### src/rtl/core/mscp_pkg.sv
package mscp_pkg;

	localparam int MAX_COLUMNS_DEF = 16;

	localparam int HEIGHT_W = 32;
	localparam int LEN_W    = 16;
	localparam int ITEM_H_W = 20;
	localparam int INDEX_W  = 20;
	localparam int COL_W    = 4;
	localparam int X_W      = 17;
	localparam int COUNT_W  = 5;

	localparam logic [ITEM_H_W-1:0] FALLBACK_HEIGHT = ITEM_H_W'(1600);
	localparam logic [HEIGHT_W-1:0] HEIGHT_MAX      = '1;
	localparam logic [INDEX_W-1:0]  INDEX_MAX       = '1;
	localparam logic [X_W-1:0]      X_MAX           = '1;

	localparam int DIV_STEPS  = LEN_W;
	localparam int DIV_CNT_W  = $clog2(DIV_STEPS);

	localparam int S_TDATA_W = 24;
	localparam int S_TUSER_W = 2;
	localparam int M_TDATA_W = 112;
	localparam int CFG_IDX_W = 3;

	typedef enum logic [CFG_IDX_W-1:0] {
		REG_COLUMN_COUNT   = 3'd0,
		REG_COLUMN_GAP     = 3'd1,
		REG_ROW_GAP        = 3'd2,
		REG_VIEWPORT_WIDTH = 3'd3,
		REG_INSET_TOP      = 3'd4,
		REG_INSET_LEFT     = 3'd5,
		REG_INSET_RIGHT    = 3'd6
	} reg_idx_t;

	// running minimum handed from cell to cell
	typedef struct packed {
		logic                valid;
		logic [HEIGHT_W-1:0] val;
	} tok_t;

	// broadcast to every cell
	typedef struct packed {
		logic                load_all;
		logic [HEIGHT_W-1:0] load_val;
		logic                wr_en;
		logic [HEIGHT_W-1:0] wr_val;
	} cell_ctrl_t;

endpackage

### src/rtl/core/mscp_cell.sv
module mscp_cell #(
	parameter int MAX_COLUMNS = mscp_pkg::MAX_COLUMNS_DEF,
	parameter int CELL_IDX    = 0,
	parameter int CW          = $clog2(MAX_COLUMNS + 1),
	parameter int IW          = (MAX_COLUMNS > 1) ? $clog2(MAX_COLUMNS) : 1
) (
	input  logic                 clk,
	input  logic                 arst_n,
	input  mscp_pkg::cell_ctrl_t ctrl,
	input  logic [IW-1:0]        wr_idx,
	input  logic [CW-1:0]        cols,
	input  mscp_pkg::tok_t       tok_in,
	input  logic [IW-1:0]        idx_in,
	output mscp_pkg::tok_t       tok_out,
	output logic [IW-1:0]        idx_out
);
	import mscp_pkg::*;

	localparam bit IS_HEAD = (CELL_IDX == 0);

	logic [HEIGHT_W-1:0] height_q;
	logic                tok_valid_q;
	logic [HEIGHT_W-1:0] tok_val_q;
	logic [IW-1:0]       idx_q;
	logic                active;
	logic                take;

	assign active = (32'(CELL_IDX) < 32'(cols));
	// strict less keeps the lower column on a tie; the head cell always seeds the minimum
	assign take   = IS_HEAD || (active && (height_q < tok_in.val));

	always_ff @(posedge clk or negedge arst_n) begin
		if (!arst_n) begin
			height_q    <= '0;
			tok_valid_q <= 1'b0;
		end else begin
			tok_valid_q <= tok_in.valid;
			if (ctrl.load_all) begin
				height_q <= ctrl.load_val;
			end else if (ctrl.wr_en && (wr_idx == IW'(CELL_IDX))) begin
				height_q <= ctrl.wr_val;
			end
		end
	end

	always_ff @(posedge clk) begin
		if (take) begin
			tok_val_q <= height_q;
			idx_q     <= IW'(CELL_IDX);
		end else begin
			tok_val_q <= tok_in.val;
			idx_q     <= idx_in;
		end
	end

	assign tok_out.valid = tok_valid_q;
	assign tok_out.val   = tok_val_q;
	assign idx_out       = idx_q;

endmodule

### src/rtl/core/mscp_divider.sv
module mscp_divider #(
	parameter int CW = 5
) (
	input  logic                       clk,
	input  logic                       arst_n,
	input  logic                       start,
	input  logic [mscp_pkg::LEN_W-1:0] dividend,
	input  logic [CW-1:0]              divisor,
	output logic                       done,
	output logic [mscp_pkg::LEN_W-1:0] quotient
);
	import mscp_pkg::*;

	logic                 running_q;
	logic                 done_q;
	logic [DIV_CNT_W-1:0] cnt_q;
	logic [CW-1:0]        rem_q;
	logic [LEN_W-1:0]     quo_q;
	logic [CW-1:0]        divisor_q;
	logic [CW:0]          rem_sh;
	logic                 ge;
	logic [CW-1:0]        rem_nxt;

	// restoring division, one quotient bit a cycle
	assign rem_sh  = {rem_q, quo_q[LEN_W-1]};
	assign ge      = (rem_sh >= {1'b0, divisor_q});
	assign rem_nxt = ge ? CW'(rem_sh - {1'b0, divisor_q}) : rem_sh[CW-1:0];

	always_ff @(posedge clk or negedge arst_n) begin
		if (!arst_n) begin
			running_q <= 1'b0;
			done_q    <= 1'b0;
			cnt_q     <= '0;
		end else begin
			done_q <= 1'b0;
			if (start) begin
				running_q <= 1'b1;
				cnt_q     <= '0;
			end else if (running_q) begin
				cnt_q <= cnt_q + 1'b1;
				if (cnt_q == DIV_CNT_W'(DIV_STEPS - 1)) begin
					running_q <= 1'b0;
					done_q    <= 1'b1;
				end
			end
		end
	end

	always_ff @(posedge clk) begin
		if (start) begin
			rem_q     <= '0;
			quo_q     <= dividend;
			divisor_q <= divisor;
		end else if (running_q) begin
			rem_q <= rem_nxt;
			quo_q <= {quo_q[LEN_W-2:0], ge};
		end
	end

	assign done     = done_q;
	assign quotient = quo_q;

endmodule

### src/rtl/core/masonry_shortest_column_placer.sv
// channel | dir | handshake            | payload
// s       | in  | s_tvalid / s_tready  | s_tdata item_height, s_tuser first_item, height_given
// m       | out | m_tvalid / m_tready  | m_tdata placement, m_tuser overflow
// cfg     | in  | cfg_valid / cfg_ready| cfg_index, cfg_data
//
// an item goes through accept, launch, a scan while the running minimum walks the column
// chain cell by cell, and write-back
// a first item also passes prep and the 16-step column width divider before launch
// arst_n clears the control and config registers to their reset values and all column heights to zero
// the output register holds a result until m_tready; a new item is taken meanwhile,
// but write-back waits for a free output register
module masonry_shortest_column_placer #(
	parameter int MAX_COLUMNS = mscp_pkg::MAX_COLUMNS_DEF
) (
	input  logic                              clk,
	input  logic                              arst_n,
	input  logic                              s_tvalid,
	output logic                              s_tready,
	input  logic [mscp_pkg::S_TDATA_W-1:0]    s_tdata,   // item_height[19:0], zero pad
	input  logic [mscp_pkg::S_TUSER_W-1:0]    s_tuser,   // first_item[0], height_given[1]
	output logic                              m_tvalid,
	input  logic                              m_tready,
	// item_index[19:0], column_chosen[23:20], pos_x[40:24], pos_y[72:41],
	// item_width[88:73], placed_height[108:89], zero pad
	output logic [mscp_pkg::M_TDATA_W-1:0]    m_tdata,
	output logic                              m_tuser,   // overflow[0]
	input  logic                              cfg_valid,
	output logic                              cfg_ready,
	input  logic [mscp_pkg::CFG_IDX_W-1:0]    cfg_index,
	input  logic [mscp_pkg::LEN_W-1:0]        cfg_data
);
	import mscp_pkg::*;

	localparam int CW   = $clog2(MAX_COLUMNS + 1);
	localparam int IW   = (MAX_COLUMNS > 1) ? $clog2(MAX_COLUMNS) : 1;
	localparam int AW   = LEN_W + CW + 2;
	localparam int XP_W = LEN_W + 1 + IW;

	typedef enum logic [5:0] {
		ST_IDLE   = 6'b000001,
		ST_PREP   = 6'b000010,
		ST_DIV    = 6'b000100,
		ST_LAUNCH = 6'b001000,
		ST_SCAN   = 6'b010000,
		ST_FIN    = 6'b100000
	} state_t;

	state_t state_q;

	logic [COUNT_W-1:0] column_count_q;
	logic [LEN_W-1:0]   column_gap_q;
	logic [LEN_W-1:0]   row_gap_q;
	logic [LEN_W-1:0]   viewport_width_q;
	logic [LEN_W-1:0]   inset_top_q;
	logic [LEN_W-1:0]   inset_left_q;
	logic [LEN_W-1:0]   inset_right_q;

	logic [INDEX_W-1:0]  next_index_q;
	logic [LEN_W-1:0]    width_q;
	logic [CW-1:0]       cols_q;
	logic [ITEM_H_W-1:0] h_q;
	logic [IW-1:0]       best_q;
	logic [HEIGHT_W-1:0] y_q;

	logic                 out_valid_q;
	logic [M_TDATA_W-1:0] out_data_q;
	logic                 out_ovf_q;

	logic [CW-1:0]       cols_now;
	logic                in_acc;
	logic                fin_go;
	cell_ctrl_t          ctrl;

	tok_t                tok   [MAX_COLUMNS+1];
	logic [IW-1:0]       idx_c [MAX_COLUMNS+1];

	logic [CW-1:0]          cols_m1;
	logic [LEN_W+CW-1:0]    gap_prod;
	logic [AW-1:0]          avail;
	logic [LEN_W-1:0]       dividend;
	logic                   div_start;
	logic                   div_done;
	logic [LEN_W-1:0]       div_quo;

	logic [HEIGHT_W+1:0]    sum;
	logic                   ovf;
	logic [HEIGHT_W-1:0]    new_h;
	logic [XP_W-1:0]        x_prod;
	logic [XP_W:0]          xs;
	logic [X_W-1:0]         pos_x;
	logic [COL_W-1:0]       col_out;

	assign cols_now  = (32'(column_count_q) > 32'(MAX_COLUMNS)) ? CW'(MAX_COLUMNS)
	                                                             : CW'(column_count_q);
	assign s_tready  = (state_q == ST_IDLE);
	assign in_acc    = s_tvalid && s_tready && (cols_now != '0);
	assign fin_go    = (state_q == ST_FIN) && (!out_valid_q || m_tready);
	assign cfg_ready = 1'b1;

	// configuration registers
	always_ff @(posedge clk or negedge arst_n) begin
		if (!arst_n) begin
			column_count_q   <= COUNT_W'(2);
			column_gap_q     <= LEN_W'(128);
			row_gap_q        <= LEN_W'(128);
			viewport_width_q <= LEN_W'(6240);
			inset_top_q      <= '0;
			inset_left_q     <= '0;
			inset_right_q    <= '0;
		end else if (cfg_valid && cfg_ready) begin
			unique case (cfg_index)
				REG_COLUMN_COUNT:   column_count_q   <= cfg_data[COUNT_W-1:0];
				REG_COLUMN_GAP:     column_gap_q     <= cfg_data;
				REG_ROW_GAP:        row_gap_q        <= cfg_data;
				REG_VIEWPORT_WIDTH: viewport_width_q <= cfg_data;
				REG_INSET_TOP:      inset_top_q      <= cfg_data;
				REG_INSET_LEFT:     inset_left_q     <= cfg_data;
				REG_INSET_RIGHT:    inset_right_q    <= cfg_data;
				default: ;
			endcase
		end
	end

	// available width; negative or zero gives a zero column width
	assign cols_m1  = cols_q - 1'b1;
	assign gap_prod = (LEN_W+CW)'(cols_m1) * (LEN_W+CW)'(column_gap_q);
	assign avail    = AW'(viewport_width_q) - AW'(inset_left_q) - AW'(inset_right_q)
	                - AW'(gap_prod);
	assign dividend = (!avail[AW-1] && (avail != '0)) ? avail[LEN_W-1:0] : '0;
	assign div_start = (state_q == ST_PREP);

	mscp_divider #(.CW(CW)) u_div (
		.clk      (clk),
		.arst_n   (arst_n),
		.start    (div_start),
		.dividend (dividend),
		.divisor  (cols_q),
		.done     (div_done),
		.quotient (div_quo)
	);

	// column chain
	assign tok[0].valid = (state_q == ST_LAUNCH);
	assign tok[0].val   = '0;
	assign idx_c[0]     = '0;

	assign ctrl.load_all = in_acc && s_tuser[0];
	assign ctrl.load_val = HEIGHT_W'(inset_top_q);
	assign ctrl.wr_en    = fin_go;
	assign ctrl.wr_val   = new_h;

	for (genvar g = 0; g < MAX_COLUMNS; g++) begin : g_cell
		mscp_cell #(
			.MAX_COLUMNS (MAX_COLUMNS),
			.CELL_IDX    (g),
			.CW          (CW),
			.IW          (IW)
		) u_cell (
			.clk     (clk),
			.arst_n  (arst_n),
			.ctrl    (ctrl),
			.wr_idx  (best_q),
			.cols    (cols_q),
			.tok_in  (tok[g]),
			.idx_in  (idx_c[g]),
			.tok_out (tok[g+1]),
			.idx_out (idx_c[g+1])
		);
	end

	// placement arithmetic on the chosen column
	assign sum     = (HEIGHT_W+2)'(y_q) + (HEIGHT_W+2)'(h_q) + (HEIGHT_W+2)'(row_gap_q);
	assign ovf     = (sum > (HEIGHT_W+2)'(HEIGHT_MAX));
	assign new_h   = ovf ? HEIGHT_MAX : sum[HEIGHT_W-1:0];
	assign x_prod  = XP_W'(best_q) * XP_W'((LEN_W+1)'(width_q) + (LEN_W+1)'(column_gap_q));
	assign xs      = (XP_W+1)'(inset_left_q) + (XP_W+1)'(x_prod);
	assign pos_x   = (xs > (XP_W+1)'(X_MAX)) ? X_MAX : X_W'(xs);
	assign col_out = COL_W'(best_q);

	always_ff @(posedge clk or negedge arst_n) begin
		if (!arst_n) begin
			state_q      <= ST_IDLE;
			next_index_q <= '0;
			width_q      <= '0;
			out_valid_q  <= 1'b0;
		end else begin
			if (fin_go) begin
				out_valid_q <= 1'b1;
			end else if (m_tready) begin
				out_valid_q <= 1'b0;
			end
			unique case (state_q)
				ST_IDLE: begin
					if (in_acc) begin
						if (s_tuser[0]) begin
							next_index_q <= '0;
							state_q      <= ST_PREP;
						end else begin
							state_q <= ST_LAUNCH;
						end
					end
				end
				ST_PREP: state_q <= ST_DIV;
				ST_DIV: begin
					if (div_done) begin
						width_q <= div_quo;
						state_q <= ST_LAUNCH;
					end
				end
				ST_LAUNCH: state_q <= ST_SCAN;
				ST_SCAN: begin
					if (tok[MAX_COLUMNS].valid) begin
						state_q <= ST_FIN;
					end
				end
				ST_FIN: begin
					if (fin_go) begin
						if (next_index_q != INDEX_MAX) begin
							next_index_q <= next_index_q + 1'b1;
						end
						state_q <= ST_IDLE;
					end
				end
				default: state_q <= ST_IDLE;
			endcase
		end
	end

	always_ff @(posedge clk) begin
		if (in_acc) begin
			h_q    <= s_tuser[1] ? s_tdata[ITEM_H_W-1:0] : FALLBACK_HEIGHT;
			cols_q <= cols_now;
		end
		if ((state_q == ST_SCAN) && tok[MAX_COLUMNS].valid) begin
			best_q <= idx_c[MAX_COLUMNS];
			y_q    <= tok[MAX_COLUMNS].val;
		end
		if (fin_go) begin
			out_data_q <= M_TDATA_W'({h_q, width_q, y_q, pos_x, col_out, next_index_q});
			out_ovf_q  <= ovf;
		end
	end

	assign m_tvalid = out_valid_q;
	assign m_tdata  = out_data_q;
	assign m_tuser  = out_ovf_q;

endmodule

### config.mk
export PLATFORM = sky130hd
export DESIGN_NAME = masonry_shortest_column_placer
export DESIGN_NICKNAME = d
export VERILOG_FILES = /design/src/rtl/core/mscp_pkg.sv /design/src/rtl/core/mscp_cell.sv /design/src/rtl/core/mscp_divider.sv /design/src/rtl/core/masonry_shortest_column_placer.sv
export SDC_FILE = /design/constraint.sdc
export NUM_CORES = 2
export LEC_CHECK = 0
export ABC_AREA = 1
export BUFFER_PORTS_ARGS = -buffer_cell sky130_fd_sc_hd__buf_2
export CAP_MARGIN = 5
export CORE_ASPECT_RATIO = 1.1
export CORE_MARGIN = 2
export CORE_UTILIZATION = 54
export DETAILED_ROUTE_END_ITERATION = 8
export PLACE_DENSITY = 0.75
export SLEW_MARGIN = 20
export SYNTH_ARGS = -nofsm -noshare
export SYNTH_HDL_FRONTEND = slang
export SYNTH_SLANG_ARGS = --single-unit
### constraint.sdc
create_clock -name clk -period 9.18 [get_ports clk]
set_input_delay 1.836 -clock clk [delete_from_list [all_inputs] [get_ports clk]]
set_output_delay 1.836 -clock clk [all_outputs]
set_load 0.02 [all_outputs]
==> reports/qor.yml <==
synthCells: 8734
period_minus_slack_ns: 8.38
cts_tree: "built"
yosysUniqueCellTypes: 66
nNetsFinal: 9560
tightestPinTransition_ns: 1.10
critPathArrivalTime_ns: 8.90
synthArstFlopShare_pct: 47.2
fmax_ghz: 0.119
grt_pass1_vias: 57558
synth_edf_count: 192
htreeDepth: 4
cts-hold-fix-buffers: 0
ios: 166
cp.required_ns: 9.70
design_area_mm2: 0.0803
dieHeight_um: 390
clk_pin_slew_ns: 0.06
clockRootBuffer: "clkbuf_16"
die_x_um: 355
num_rows: 141
syn_avg_cell_area_um2: 8.39
timing_hold_violations_final: 0
start_kind: "flop"
crit_path_end_kind: "flop"
antenna_found_initial: 9
synth_ff_type: "dfrtp_1"
dp_hpwl_mm: 145
critPathKind: "flop to flop"
grtUsageTotal_pct: 30.3
drive_above_1_share_pct: 6.87
insertion_delay_ns: 0.78
synth_seq_area_share_pct: 46.5
cp_slowest_cell: "fa_1"
postCtsSetupRepairBufs: 0
yosysWarningCount: 0
fin_ws_ns: 0.800
numPortBuffers: 157
clock-sinks: 1436
wl_per_cell_um: 19.7
hold_class: "flop to flop"
fillers: 11529
grt_pass1_wl_mm: 327
ys_seq_elements: 1436
placed_cell_area_mm2: 0.0754
dieArea_mm2: 0.139
period_share_pct: 91.3
rsz0062_at_grt: "no"
initial_core_util_pct: 54.5
cts_buffers: 145
drt-total-wl_mm: 211
place_congestion: 0.932
gr-total-overflow: 0
drt_pass1_iterations: 7
max_stage_delay_ns: 0.51
first_iter_violations: 6733
areaGrowthSynthToFinish_pct: 9.62
drtAntennaViolNets: 0
cap_violations: 0
vias: 59702
cts_buffer_depth: 3
finClkSkew_ns: 0.0205
tns_ns: 0
pre_cts_slack_ns: 0.734
syn_area_mm2: 0.0733
path_max_fanout: 17
status: "finished clean"
setup_viol: 0
vias_per_cell: 5.59
core_area_mm2: 0.134
drc_errors: 0
slew_violations: 0
path_common_cell: "nand2_1"
grt_max_degree: 162
maxSlewHeadroom_pct: 26.2
-- cell families after synthesis --
logic type	Yosys count	synth area share, %
AOI/OAI and AO/OA	1101	8.17
adders and majority gates	741	13.9
muxes	15	0.231
other	2	0.0102
and+or+nand+nor	3920	22.3
DFF	1436	46.5
buffers and inverters	1420	7.72
xor gates and xnor gates	99	1.19
-- metrics by stage --
stage	std cells	utilization, %	hold slack, ns
floorplan	8736	-	0.331
global placement	10408	56.1	0.336
detailed placement	10408	56.1	0.336
CTS	10679	59.7	0.353
global route	10680	59.8	0.358
finish	10683	59.8	0.352
-- registers in the layout, indices dropped and copies added (netlist names), 5 cells and up --
signal and cells:
cols_q 5, column_count_q 5, column_gap_q 16, g_cell.u_cell.height_q 512, g_cell.u_cell.idx_out 49, g_cell.u_cell.tok_val_q 512
g_cell.u_cell.tok_valid_q 16, h_q 20, inset_left_q 16, inset_right_q 16, inset_top_q 16, m_tdata 109
next_index_q 20, row_gap_q 16, state_q 6, u_div.divisor_q 5, u_div.quotient 16, u_div.rem_q 5
viewport_width_q 16, width_q 16, y_q 32
-- routing by layer --
layer | up-vias | GRT usage, % | wire length, µm
met1 | 28444 | 39.9 | 86200
li1 | 28262 | - | -
met5 | - | 0 | 27
met2 | 2496 | 48.7 | 96700
met3 | 496 | 5.45 | 17400
met4 | 4 | 14.1 | 10600
-- Yosys cell counts (11+ instances only) --
cell type,instances,share of area (%)
o21a_1,14,0.14
inv_1,1053,5.4
o2111ai_1,15,0.18
a211oi_1,11,0.11
nand4_1,65,0.55
o21ai_0,507,3.5
o21ai_1,82,0.56
ha_1,618,11
clkbuf_1,203,1.0
nor3_1,57,0.39
nor4_1,22,0.19
nand2_1,2657,14
mux2_2,15,0.23
dfrtp_1,670,23
o31ai_1,19,0.19
or2_2,18,0.15
buf_4,36,0.37
buf_2,87,0.59
a21oi_1,361,2.5
xor2_1,55,0.66
nand3_1,771,5.3
xnor2_1,43,0.51
buf_6,11,0.17
nor2_1,261,1.3
fa_1,123,3.4
edfxtp_1,192,7.9
o21ai_2,14,0.17
o21bai_1,11,0.11
inv_2,22,0.11
o211ai_1,16,0.16
dfxtp_1,566,15
-- layout by cell type (no fill, tap or decap), drive strengths merged, types with 11 or more instances in the layout --
cell type,count
a211oi,14
o21a,14
o31ai,19
nand3,780
nand4,66
nor3,59
mux2,15
or2,29
a21oi,362
xor2,56
o211ai,16
buf,229
inv,1088
o2111ai,15
dfrtp,670
ha,618
nand2,2665
nor2,270
o21bai,11
dfxtp,566
clkbuf,210
nor4,27
xnor2,43
fa,123
clkinv,33
edfxtp,192
o21ai,608
-- cell type report --
class	instances	area [µm²]	area share (%)
multi-input combinational	5880	33700	42.0
clock buffer	210	4230	5.26
timing repair buffer	229	1390	1.73
inverter	1077	4050	5.04
tap	1787	2240	2.78
clock inverter	61	626	0.779
antenna	3	7.51	0.00935
sequential	1436	34100	42.4
-- path summary, 6_finish.rpt --
kind | from | to | slack, ns | cells after the start
max in group asynchronous | arst_n | g_cell[0].u_cell.height_q[16] | 5.95 | 3
worst max-delay path | cols_q[1] | u_div.quotient[10] | 0.80 | 36
min in group asynchronous | arst_n | width_q[14] | 1.00 | 1
worst min-delay path | g_cell[8].u_cell.tok_valid_q | g_cell[9].u_cell.tok_valid_q | 0.35 | 0
worst max register to register | cols_q[1] | u_div.quotient[10] | 0.80 | 36
worst min register to register | g_cell[8].u_cell.tok_valid_q | g_cell[9].u_cell.tok_valid_q | 0.35 | 0
-- worst max-delay path: cells and delay by family, from the launching register on --
kind,cells,cell delay (ns)
buffers and inverters,6,0.69
XOR/XNOR,1,0.19
flip-flops,1,0.50
AND/OR/NAND/NOR,17,2.63
adder cells (fa/ha/maj),7,2.90
AO/OA/AOI/OAI,5,1.17
-- repair_timing --
action,in CTS,in global routing
gates resized for setup,0,1
endpoints found under the hold margin,0,0
setup endpoints to repair,0,2
Power is left out: the tool's default activity adds up to more than one toggle a clock period on the data nets, which glitch-free logic cannot reach.
